`src/cla_pkg.sv`:
```
package cla_pkg;

	// Item operation codes.
	localparam logic [1:0] OP_TICK   = 2'd0;
	localparam logic [1:0] OP_LOCK   = 2'd1;
	localparam logic [1:0] OP_UNLOCK = 2'd2;

	// Actuator kinds. Any other code behaves as no actuator.
	localparam logic [1:0] TYPE_NONE     = 2'd0;
	localparam logic [1:0] TYPE_MOTOR    = 2'd1;
	localparam logic [1:0] TYPE_SOLENOID = 2'd2;

	// Sequence phases as reported on the phase output.
	localparam logic [1:0] PH_IDLE  = 2'd0;
	localparam logic [1:0] PH_PULSE = 2'd1;
	localparam logic [1:0] PH_WAIT  = 2'd2;

	// Event codes.
	localparam logic [1:0] EV_NONE     = 2'd0;
	localparam logic [1:0] EV_LOCKED   = 2'd1;
	localparam logic [1:0] EV_UNLOCKED = 2'd2;
	localparam logic [1:0] EV_RETRY    = 2'd3;

	// Configuration register indexes.
	localparam logic [1:0] REG_LOCK_TYPE   = 2'd0;
	localparam logic [1:0] REG_MOTOR_PULSE = 2'd1;
	localparam logic [1:0] REG_SOL_PULSE   = 2'd2;
	localparam logic [1:0] REG_RETRY_WAIT  = 2'd3;

	// Register reset values.
	localparam logic [15:0] MOTOR_PULSE_RST = 16'd300;
	localparam logic [15:0] SOL_PULSE_RST   = 16'd600;
	localparam logic [15:0] RETRY_WAIT_RST  = 16'd5000;

	typedef struct packed {
		logic [1:0]  lock_type;
		logic [15:0] motor_pulse_ms;
		logic [15:0] solenoid_pulse_ms;
		logic [15:0] retry_wait_ms;
	} cfg_t;

	typedef struct packed {
		logic       drive_a;
		logic       drive_b;
		logic [1:0] phase;
		logic [1:0] event_res;
	} result_t;

endpackage

```
`src/cla_seq.sv`:
```
module cla_seq (
	input  logic             clk,
	input  logic             arst_n,
	input  logic             step,
	input  logic [1:0]       op,
	input  logic             sense_level,
	input  cla_pkg::cfg_t    cfg,
	output cla_pkg::result_t res
);
	import cla_pkg::*;

	logic        lock_req_q;
	logic [1:0]  phase_q;
	logic [15:0] cnt_q;

	logic        lock_req_d;
	logic [1:0]  phase_d;
	logic [15:0] cnt_d;
	logic [1:0]  event_d;

	logic        type_active;
	logic [15:0] pulse_len;
	logic [15:0] wait_len;
	logic        last_tick;
	logic        sense_ok;

	// Pulse and wait lengths, with a zero length treated as one tick.
	always_comb begin
		type_active = (cfg.lock_type == TYPE_MOTOR) || (cfg.lock_type == TYPE_SOLENOID);
		pulse_len   = (cfg.lock_type == TYPE_MOTOR) ? cfg.motor_pulse_ms
			: cfg.solenoid_pulse_ms;
		if (pulse_len == 16'd0)
			pulse_len = 16'd1;
		wait_len = (cfg.retry_wait_ms == 16'd0) ? 16'd1 : cfg.retry_wait_ms;
		last_tick = (cnt_q <= 16'd1);
		sense_ok  = lock_req_q ? !sense_level : sense_level;
	end

	// Next state and event for the item at the input.
	always_comb begin
		lock_req_d = lock_req_q;
		phase_d    = phase_q;
		cnt_d      = cnt_q;
		event_d    = EV_NONE;
		case (op) inside
			OP_LOCK, OP_UNLOCK: begin
				lock_req_d = (op == OP_LOCK);
				// A command that changes the request restarts the sequence.
				if (lock_req_d != lock_req_q) begin
					phase_d = type_active ? PH_PULSE : PH_IDLE;
					cnt_d   = type_active ? pulse_len : 16'd0;
				end
			end
			OP_TICK: begin
				if (phase_q == PH_PULSE) begin
					if (!last_tick) begin
						cnt_d = cnt_q - 16'd1;
					end else if (sense_ok) begin
						phase_d = PH_IDLE;
						cnt_d   = 16'd0;
						event_d = lock_req_q ? EV_LOCKED : EV_UNLOCKED;
					end else begin
						phase_d = PH_WAIT;
						cnt_d   = wait_len;
						event_d = EV_RETRY;
					end
				end else if (phase_q == PH_WAIT) begin
					if (!last_tick) begin
						cnt_d = cnt_q - 16'd1;
					end else begin
						// The type is checked again before the retry pulse.
						phase_d = type_active ? PH_PULSE : PH_IDLE;
						cnt_d   = type_active ? pulse_len : 16'd0;
					end
				end
			end
			default: begin
			end
		endcase
	end

	// Result as seen after the item has been applied.
	always_comb begin
		res.drive_a   = (phase_d == PH_PULSE) && lock_req_d;
		res.drive_b   = (phase_d == PH_PULSE) && !lock_req_d;
		res.phase     = phase_d;
		res.event_res = event_d;
	end

	// Sequence state advances once for each accepted item.
	always_ff @(posedge clk or negedge arst_n) begin
		if (!arst_n) begin
			lock_req_q <= 1'b0;
			phase_q    <= PH_IDLE;
			cnt_q      <= 16'd0;
		end else if (step) begin
			lock_req_q <= lock_req_d;
			phase_q    <= phase_d;
			cnt_q      <= cnt_d;
		end
	end

endmodule

```
`src/cable_lock_actuator_retry.sv`:
```
// Cable lock actuator sequencer. Every input item is a 1 ms tick carrying the
// lock-sense level, or a lock or unlock command, and every item yields exactly
// one result item with the drive lines, the phase and an event code. Items are
// taken one per clock cycle while no result stalls: the sequence state and the
// result register update in the cycle the item is accepted, and the result
// register lets a new item in while the previous result is being taken. Configuration
// writes are always accepted and should only be issued while no result is outstanding.
module cable_lock_actuator_retry (
	input  logic        clk,
	input  logic        arst_n,
	input  logic        in_valid,
	output logic        in_ready,
	input  logic [1:0]  op,
	input  logic        sense_level,
	output logic        out_valid,
	input  logic        out_ready,
	output logic        drive_a,
	output logic        drive_b,
	output logic [1:0]  phase,
	output logic [1:0]  event_res,
	input  logic        cfg_valid,
	output logic        cfg_ready,
	input  logic [1:0]  cfg_index,
	input  logic [15:0] cfg_data
);
	import cla_pkg::*;

	cfg_t    cfg_q;
	result_t res;
	result_t res_q;
	logic    out_valid_q;
	logic    step;

	assign cfg_ready = 1'b1;
	assign in_ready  = !out_valid_q || out_ready;
	assign step      = in_valid && in_ready;

	// Configuration registers.
	always_ff @(posedge clk or negedge arst_n) begin
		if (!arst_n) begin
			cfg_q.lock_type         <= TYPE_NONE;
			cfg_q.motor_pulse_ms    <= MOTOR_PULSE_RST;
			cfg_q.solenoid_pulse_ms <= SOL_PULSE_RST;
			cfg_q.retry_wait_ms     <= RETRY_WAIT_RST;
		end else if (cfg_valid) begin
			unique case (cfg_index)
				REG_LOCK_TYPE:   cfg_q.lock_type         <= cfg_data[1:0];
				REG_MOTOR_PULSE: cfg_q.motor_pulse_ms    <= cfg_data;
				REG_SOL_PULSE:   cfg_q.solenoid_pulse_ms <= cfg_data;
				REG_RETRY_WAIT:  cfg_q.retry_wait_ms     <= cfg_data;
				default: begin
				end
			endcase
		end
	end

	cla_seq u_seq (
		.clk         (clk),
		.arst_n      (arst_n),
		.step        (step),
		.op          (op),
		.sense_level (sense_level),
		.cfg         (cfg_q),
		.res         (res)
	);

	// Result register holds the item until the consumer takes it.
	always_ff @(posedge clk or negedge arst_n) begin
		if (!arst_n) begin
			out_valid_q <= 1'b0;
		end else if (in_ready) begin
			out_valid_q <= in_valid;
		end
	end

	always_ff @(posedge clk) begin
		if (step)
			res_q <= res;
	end

	assign out_valid = out_valid_q;
	assign drive_a   = res_q.drive_a;
	assign drive_b   = res_q.drive_b;
	assign phase     = res_q.phase;
	assign event_res = res_q.event_res;

endmodule

```
`config.mk`:
```
export PLATFORM = sky130hd
export DESIGN_NAME = cable_lock_actuator_retry
export DESIGN_NICKNAME = d
export VERILOG_FILES = /design/src/cla_pkg.sv /design/src/cla_seq.sv /design/src/cable_lock_actuator_retry.sv
export SDC_FILE = /design/constraint.sdc
export NUM_CORES = 1
export LEC_CHECK = 0
export CORE_UTILIZATION = 25
export CTS_CLUSTER_DIAMETER = 30
export DETAILED_ROUTE_END_ITERATION = 6
export DONT_BUFFER_PORTS = 1
export SYNTH_ARGS = -nofsm -noshare
export SYNTH_HDL_FRONTEND = slang
export SYNTH_HIERARCHICAL = 1
export SYNTH_SLANG_ARGS = --single-unit
```
`constraint.sdc`:
```
create_clock -name clk -period 3.1 [get_ports clk]
set_clock_uncertainty 0.2 [all_clocks]
set_input_delay 0.31 -clock clk [delete_from_list [all_inputs] [get_ports clk]]
set_output_delay 0.31 -clock clk [all_outputs]
set_load 0.005 [all_outputs]
```
# Yosys cells after proc, flatten, opt, wreduce, memory -nomap -nowiden
# Cells that the tools add are included.
[totals]
mem_bits_ro = 0
out_inout_bits = 9
regBits = 76
latch_bits = 0
memories = 0
elab_cells = 75
ram_bits = 0
inputBits = 26
[op_classes]
magnitude_cmp = 1
n_bitwise = 3
shifts = 0
eq_ne = 12
n_reduce_logical = 21
div = 0
muxes = 25
mul = 0
n_addsub = 1
[op_table]
columns = ["op", "n"]
rows = [
  ["two-way mux 16 bit", 12],
  ["zero test 16 bit", 2],
  ["two-way mux 2 bit", 10],
  ["less-or-equal comparator 16 x 1 -> 1 bit (second input constant)", 1],
  ["subtractor 16 x 1 -> 16 bit (second input constant)", 1],
  ["== test 2 x 1 -> 1 bit (second input constant)", 5],
  ["== test 2 bit (second input constant)", 5],
  ["AND reduction 2 bit", 4],
  ["OR reduction 5 bit", 1],
  ["zero test 2 bit", 2],
  ["AND reduction 4 bit", 1],
  ["logical AND 1 bit", 3],
  ["zero test 1 bit", 3],
  ["two-way mux 1 bit", 3],
  ["inverter 1 bit", 3],
  ["nonzero test 3 bit", 1],
  ["logical OR 1 bit", 2],
  ["!= test 2 x 1 -> 1 bit (second input constant)", 1],
  ["nonzero test 2 bit", 1],
  ["OR reduction 2 bit", 1],
  ["!= test 1 bit", 1],
]

# Logic depth before layout (Yosys ltp)
# Gate-level depths: netlist of the first run.
[logic_depth]
depth_word = 10
mapped_depth = 9
depth_no_buf = 7

# Cells and area by module
# The synthesis of the first run kept the hierarchy.
[by_module_without_submodules]
columns = ["mod", "seq_area_each_um2", "area_per_inst_um2", "cells_each", "n_inst"]
rows = [
  ["cable_lock_actuator_retry", 1472.7, 2277.2, 119, 1],
  ["cla_seq", 475.5, 2035.7, 254, 1],
]

# Least setup slack after synthesis of the first run
# Ideal clock, no wire load.
[synth_timing]
path_kind = "reg2reg"
startpoint = "register u_seq.cnt_q[4]"
endpoint = "register res_q (netlist bit drive_b), data pin"
setup_time_ps = 256
t_arrival_ps = 2160
required_ps = 2644
synth_period_minus_slack_ps = 2617
setup_slack_ps = 483
n_path_buf = 2
path_stages_with_launch = 8
path_cell_list = "dfrtp_1 buf_6 or4_1 clkbuf_2 nor3_1 a31oi_1 nor3_1 and4b_1"
[synth_lines]
columns = ["item", "line_no", "rtl"]
rows = [
  ["from (decl)", "cla_seq.sv:14", "logic [15:0] cnt_q;"],
  ["from (signal assigned)", "cla_seq.sv:99", "cnt_q <= cnt_d;"],
  ["to (signal assigned)", "cable_lock_actuator_retry.sv:78", "res_q <= res;"],
  ["to (decl)", "cable_lock_actuator_retry.sv:30", "result_t res_q;"],
]

==> summary.md, run 1 <==
| Metric | Value |
|---|---|
| Final Hold Viols | `0` |
| ANT nets after route | `0` |
| Layout Nets | `437` |
| TritonCTS Buffers | `9` |
| Yosys cell types | `58` |
| Die height | `133.3 µm` |
| Overall power | `0.004021 W` |
| Synth area leader | `dfrtp_1` |
| Fraction of layout cells with a size suffix above 1 | `0.2857` |
| DRC violations left | `0` |
| Min-Delay Path Class | `in -> reg` |
| First-pass GRT wire length | `17920 µm` |
| Period utilization | `0.9336` |
| Maximum vdd ir drop | `0.4172 mV` |
| Power density over cell area | `791.6 mW/mm²` |
| Antenna Cells | `0` |
| Crit Path Category | `reg -> reg` |
| Routed via count | `3208` |
| CP Data Required Time | `2.99 ns` |
| Initial core utilization | `0.2582` |
| Unrepaired setup endpoints after global routing | `no` |
| Worst EP arrival | `2.79 ns` |
| CP max FO | `9` |
| Die width | `133.3 µm` |
| Pre-Repair DR Iteration Count | `5` |
| Wire per inst | `17.77 µm` |
| Place WS | `0.2566 ns` |
| Total track usage | `0.1324` |
| Total wire length | `11120 µm` |
| Syn avg cell area | `11.56 µm²` |
| Clock Sinks | `76` |
| Post-CTS Repair Setup Buffers | `0` |
| CTS tree | `done` |
| Clock Latency Late Sink | `0.35 ns` |
| Multi-input gate area | `0.002202 mm²` |
| Post-DP HPWL | `8096 µm` |
| Synth top area share | `0.3307` |
| Syn Std Cell Area | `0.004313 mm²` |
| Longest Clk Path Bufs | `2` |
| Fill count | `1736` |
| Syn Inst Count | `373` |
| Area growth from synthesis to layout | `17.78%` |
| Setup violators final | `0` |
| Initial antenna violation count | `0` |
| Ys Warns | `6` |
| Reg area | `0.001948 mm²` |
| Htree depth | `3` |
| Least-Margin Pin Slew | `0.8048 ns` |
| Core ar. | `0.01670 mm²` |
| Most common cell in the synthesized netlist | `dfrtp_1` |
| Die ar. | `0.01778 mm²` |
| Top FF cell, synth | `dfrtp_1` |
| Post-layout min period | `2.894 ns` |
| 1st-iter DRT viols | `194` |
| PortBufs | `0` |
| Fin util | `0.3042` |
| Global route overflow | `0` |
| Root Driver | `clkbuf_16` |
| Max transition margin | `0.4585` |
| Async set-reset flop share out of synthesis | `0.9211` |
| Lkg Pwr | `2.109 nW` |
| Status | `complete, no violations` |
| Worst-path clk slew | `0.06 ns` |
| Largest net degree at the start of global routing | `71` |
| Net count after synthesis | `409` |
| DR vias/cell | `5.125` |
| Row cnt | `47` |
| Total of flip-flops plus latches after synthesis | `76` |
| PnR worst setup slack | `0.2060 ns` |
| GPL Wtd Cong | `0.9108` |
| Seq/Total Area, Yosys | `0.4517` |
| Post-synth top cells | `dfrtp_1 (57), mux2_2 (30), mux2_4 (30), nand2_1 (21), o21ai_0 (19)` |
| EDFF count, synth | `6` |
| MaxCap Viol Count | `0` |
| R2R setup slack | `0.21 ns` |
| Fmax | `345.5 MHz` |
| Worst Hold Margin | `0.05860 ns` |
| Critical Path Source Type | `register` |
| IO Count | `35` |
| Final Max Slew Viols | `0` |
| Fin Setup TNS | `0 ns` |
| Critical path capture point type | `register` |
| Vias in the first global route | `3197` |
| Top area cells in the synthesized netlist | `dfrtp_1 (33%), mux2_4 (10%), dfstp_2 (7.9%)` |
| PostCTS Resize Cnt | `0` |
worst paths after layout:
path                                            start                           end  depth (start not counted)
max in group asynchronous                      arst_n         cfg_q[37]$_DFFE_PN1P_                          2
max                        u_seq/cnt_q[4]$_DFFE_PN0P_             drive_b$_DFFE_PP_                          5
max reg2reg                u_seq/cnt_q[4]$_DFFE_PN0P_             drive_b$_DFFE_PP_                          5
min in group asynchronous                      arst_n  u_seq/lock_req_q$_DFFE_PN0P_                          2
min reg2reg                     cfg_q[16]$_DFFE_PN0P_         cfg_q[16]$_DFFE_PN0P_                          1
min                                      cfg_index[0]         cfg_q[49]$_DFFE_PN0P_                          2
where the power goes:
part | switching (W) | internal (W) | total (W)
sequential | 0.000279 | 0.00127 | 0.00155
combinational | 0.000819 | 0.000667 | 0.00149
clock | 0.000423 | 0.000563 | 0.000986
per-stage QoR:
| stage | instance area [µm²] | instances |
|---|---|---|
| CTS | 5080 | 626 |
| finish | 5080 | 626 |
| global route | 5080 | 626 |
| global placement | 4591 | 590 |
| detailed placement | 4591 | 590 |
| floorplan | 4313 | 373 |
timing repair:
action	CTS	global route
hold buffers	20	0
endpoints found under the setup margin	0	0
endpoints found under the hold margin	121	0
flip-flops by register name, summed over array words and instances (netlist names):
name              count
out_valid             1
event_res             2
drive_a               1
cfg_q                50
u_seq/lock_req_q      1
u_seq/phase_q         2
phase                 2
drive_b               1
u_seq/cnt_q          16
area by class of cell:
| cell class | instances | share of cell area |
|---|---|---|
| multi-input combinational | 266 | 0.4335 |
| sequential | 76 | 0.3835 |
| inverter | 12 | 0.008867 |
| clock inverter | 4 | 0.004926 |
| clock buffer | 12 | 0.04852 |
| timing repair buffer | 36 | 0.06650 |
| tap | 220 | 0.05419 |
routing by layer:
layer | wire [µm] | track usage
met1 | 5196 | 0.1743
met2 | 5080 | 0.2017
met3 | 489 | 0.02778
met4 | 354 | 0.07386
met5 | 0 | 0
worst max-delay path: stages (launching register included):
cell     delay (ns)
dfrtp_1        0.45
or4_1          0.66
or3_1          0.53
nor2_2         0.43
nand3_1        0.15
and4b_1        0.22
kinds of logic after synthesis:
kind of cell             share of synthesized area
AO/OA/AOI/OAI                               0.1131
XOR/XNOR                                  0.004062
adder cells (fa/ha/maj)                    0.02901
buffers and inverters                      0.03771
flip-flops                                  0.4517
multiplexers                                0.2037
other                                    0.0008695
AND/OR/NAND/NOR                             0.1599
placed cells by master, fill, tap and decap left out, drive strengths merged, types with 2 or more instances in the layout:
| cell type | instances |
|---|---|
| a211oi | 4 |
| a21oi | 9 |
| a221o | 7 |
| a31oi | 6 |
| and2 | 3 |
| and3 | 4 |
| buf | 17 |
| clkbuf | 12 |
| clkinv | 3 |
| dfrtp | 57 |
| dfstp | 13 |
| dlygate4sd3 | 19 |
| edfxtp | 6 |
| ha | 10 |
| inv | 13 |
| mux2 | 60 |
| mux2i | 9 |
| nand2 | 21 |
| nand2b | 3 |
| nand3 | 16 |
| nand3b | 2 |
| nand4 | 4 |
| nor2 | 17 |
| nor2b | 4 |
| nor3 | 7 |
| nor3b | 3 |
| nor4 | 18 |
| o2111ai | 3 |
| o211ai | 4 |
| o21ai | 20 |
| o221ai | 4 |
| or3b | 2 |
| or4 | 6 |
| or4b | 2 |
(Power assumes the default switching activity.)
==> run 2: changes to the inputs <==
--- a/config.mk
+++ b/config.mk
@@ -5,10 +5,11 @@
 export SDC_FILE = /design/constraint.sdc
 export NUM_CORES = 1
 export LEC_CHECK = 0
-export CORE_UTILIZATION = 25
+export CORE_UTILIZATION = 60
 export CTS_CLUSTER_DIAMETER = 30
 export DETAILED_ROUTE_END_ITERATION = 6
 export DONT_BUFFER_PORTS = 1
+export PLACE_DENSITY = 0.76
 export SYNTH_ARGS = -nofsm -noshare
 export SYNTH_HDL_FRONTEND = slang
 export SYNTH_HIERARCHICAL = 1
==> constraint.sdc (replaced) <==
create_clock -name clk -period 3.1 [get_ports clk]
set_clock_uncertainty 0.2 [all_clocks]
set_input_delay 0.62 -clock clk [delete_from_list [all_inputs] [get_ports clk]]
set_output_delay 0.62 -clock clk [all_outputs]
set_load 0.005 [all_outputs]
==> run 2 against run 1 <==
Net effect:
- critical path depth did not move
- sequential power barely moved
- setup slack improved by 0.045 ns
==> summary.md, run 2 (synthesis results as in run 1) <==
| Metric | Value |
|---|---|
| Min-Delay Path Class | `in -> reg` |
| Maximum vdd ir drop | `0.5356 mV (+28%)` |
| DRC violations left | `0 (unchanged)` |
| Vias in the first global route | `3181 (-0.50%)` |
| Top reg by flops | `cfg_q` |
| Design area | `0.004664 mm² (-8.2%)` |
| Worst path top cell family by delay | `simple AND/OR/NAND/NOR gates` |
| Largest net degree at the start of global routing | `71 (unchanged)` |
| Commonest non-fill, non-tap cell in the layout | `dfrtp_1` |
| Post-layout min period | `2.849 ns (-0.04465 ns)` |
| First-pass GRT wire length | `16600 µm (-7.4%)` |
| Initial antenna violation count | `0 (unchanged)` |
| Post-DP HPWL | `7104 µm (-12%)` |
| Total track usage | `0.2928 (+0.1604)` |
| Clock Latency Late Sink | `0.36 ns (about the same)` |
| Layout Nets | `415 (-5.0%)` |
| Worst EP arrival | `2.76 ns (-0.03 ns)` |
| R2R setup slack | `0.25 ns (+0.04 ns)` |
| Least-Margin Pin Slew | `0.7929 ns (-0.01189 ns)` |
| Period utilization | `0.9192 (-0.01440)` |
| Worst-path clk slew | `0.08 ns (+0.02 ns)` |
| PostCTS Resize Cnt | `0 (unchanged)` |
| Clock Sinks | `76 (unchanged)` |
| Top flop regs | `cfg_q x50, u_seq/cnt_q x16` |
| Initial core utilization | `0.6279 (+0.3696)` |
| Htree depth | `3 (unchanged)` |
| Unrepaired setup endpoints after global routing | `no` |
| GPL Wtd Cong | `0.9603 (+5.4%)` |
| ANT nets after route | `0 (unchanged)` |
| Status | `complete, no violations` |
| TritonCTS Buffers | `9 (unchanged)` |
| Total wire length | `10170 µm (-8.6%)` |
| DR vias/cell | `6.738 (+31%)` |
| Longest Clk Path Bufs | `2 (unchanged)` |
| MaxCap Viol Count | `0 (unchanged)` |
| Global route overflow | `0 (unchanged)` |
| CTS tree | `done` |
| Final Hold Viols | `0 (unchanged)` |
| IO Count | `35 (unchanged)` |
| Final Max Slew Viols | `0 (unchanged)` |
| Power density over cell area | `814.1 mW/mm² (+2.8%)` |
| Area growth from synthesis to layout | `8.152%` |
| Max transition margin | `0.4665 (+0.007997)` |
| CP Data Required Time | `3.02 ns (+0.03 ns)` |
| Lkg Pwr | `1.986 nW (-5.9%)` |
| Die height | `86.78 µm (-35%)` |
| CP max stage delay | `0.66 ns (about the same)` |
| Worst path slowest cell | `or4_1` |
| Antenna Cells | `0 (unchanged)` |
| Setup violators final | `0 (unchanged)` |
| Fraction of layout cells with a size suffix above 1 | `0.2943 (+0.008557)` |
| Fin Setup TNS | `0 ns (unchanged)` |
| Fmax | `351.0 MHz (+1.6%)` |
| CP Buf/Inv Count | `0 (unchanged)` |
| Routed via count | `3234 (+0.81%)` |
| Root Driver | `clkbuf_8` |
| Fill count | `522 (-70%)` |
| Die width | `86.78 µm (-35%)` |
| Placed inst area | `0.004405 mm² (-4.0%)` |
| Worst-path cell chain | `or4_1, or3_1, nor2_2, nand3_1, and4b_1` |
| Row cnt | `30 (-36%)` |
| Core ar. | `0.006869 mm² (-59%)` |
| Worst Hold Margin | `0.1765 ns (+0.1179 ns)` |
| Crit Path Category | `reg -> reg` |
| 1st-iter DRT viols | `375 (+93%)` |
| Critical path capture point type | `register` |
| Commonest non-fill, non-tap cells in the layout | `dfrtp_1 (57), mux2_4 (30), mux2_2 (30), nand2_1 (21), o21ai_0 (19)` |
| CP max FO | `9 (unchanged)` |
| Critical Path Source Type | `register` |
| Pre-Repair DR Iteration Count | `6 (+1)` |
| Wire per inst | `21.18 µm (+19%)` |
| Max FFs per register | `50 (unchanged)` |
| Die ar. | `0.007531 mm² (-58%)` |
| PortBufs | `0 (unchanged)` |
[run 2: cell count changes in the layout (fill, tap and decap cells not counted), sizes merged, moves of 2 or more]
cell	change
dlygate4sd3	-18
buf	-4
bufinv	+2
clkinv	-2
clkbuf	-2
[run 2: stage by stage]
stage	utilization	cells	power, W	worst slack (ns)
2_1_floorplan	-	373	0.002514	0.4637
3_3_place_gp	0.6413	462	0.002854	0.2932
3_5_place_dp	0.6413	462	0.002873	0.2715
4_1_cts	0.6791	480	0.003753	0.2706
5_1_grt	0.6791	480	0.003979	0.09636
6_report	0.6791	480	0.003797	0.2506
[run 2: area by class of cell]
cell class / count / area (µm²) / area share
well taps: 96 / 120.1 / 0.02575
multi-input cells: 266 / 2202 / 0.4721
repair buffers: 14 / 127.6 / 0.02736
clock buffers: 10 / 127.6 / 0.02736
clock inverters: 6 / 93.84 / 0.02012
inverters: 12 / 45.04 / 0.009657
flip-flops and latches: 76 / 1948 / 0.4177
[run 2: worst register-to-register path, delay by kind of cell, from the launching register on]
kind	cells	cell delay, ns
flops	1	0.46
simple gates	5	1.97
[run 2: where the power goes]
part	switching [W]	leakage [nW]	internal, W
Sequential	0.000286	0.891	0.00127
Combinational	0.000780	0.987	0.000616
Clock	0.000388	0.107	0.000461
[run 2: final timing paths]
| path | start | to | cells past startpoint |
|---|---|---|---|
| min in group asynchronous | arst_n | cfg_q[27]$_DFFE_PN0P_ | 2 |
| worst min-delay path | in_valid | out_valid$_DFFE_PN0P_ | 1 |
| max in group asynchronous | arst_n | cfg_q[35]$_DFFE_PN1P_ | 2 |
| worst max register to register | u_seq/cnt_q[4]$_DFFE_PN0P_ | drive_b$_DFFE_PP_ | 5 |
| worst max-delay path | u_seq/cnt_q[4]$_DFFE_PN0P_ | drive_b$_DFFE_PP_ | 5 |
| worst min register to register | cfg_q[49]$_DFFE_PN0P_ | cfg_q[49]$_DFFE_PN0P_ | 1 |
[run 2: layer usage]
metal,GRT usage,up-vias,part of all wire
met1,0.4062,1601,0.44
met2,0.4639,173,0.47
met5,0,-,0
li1,-,1430,-
met3,0.05905,30,0.071
met4,0.09242,0,0.023
[run 2: repair_timing]
action                                  in CTS  in global routing
setup buffers                                0                  0
hold buffers                                 2                  0
endpoints found under the setup margin       0                  0
hold endpoints to repair                    70                  0
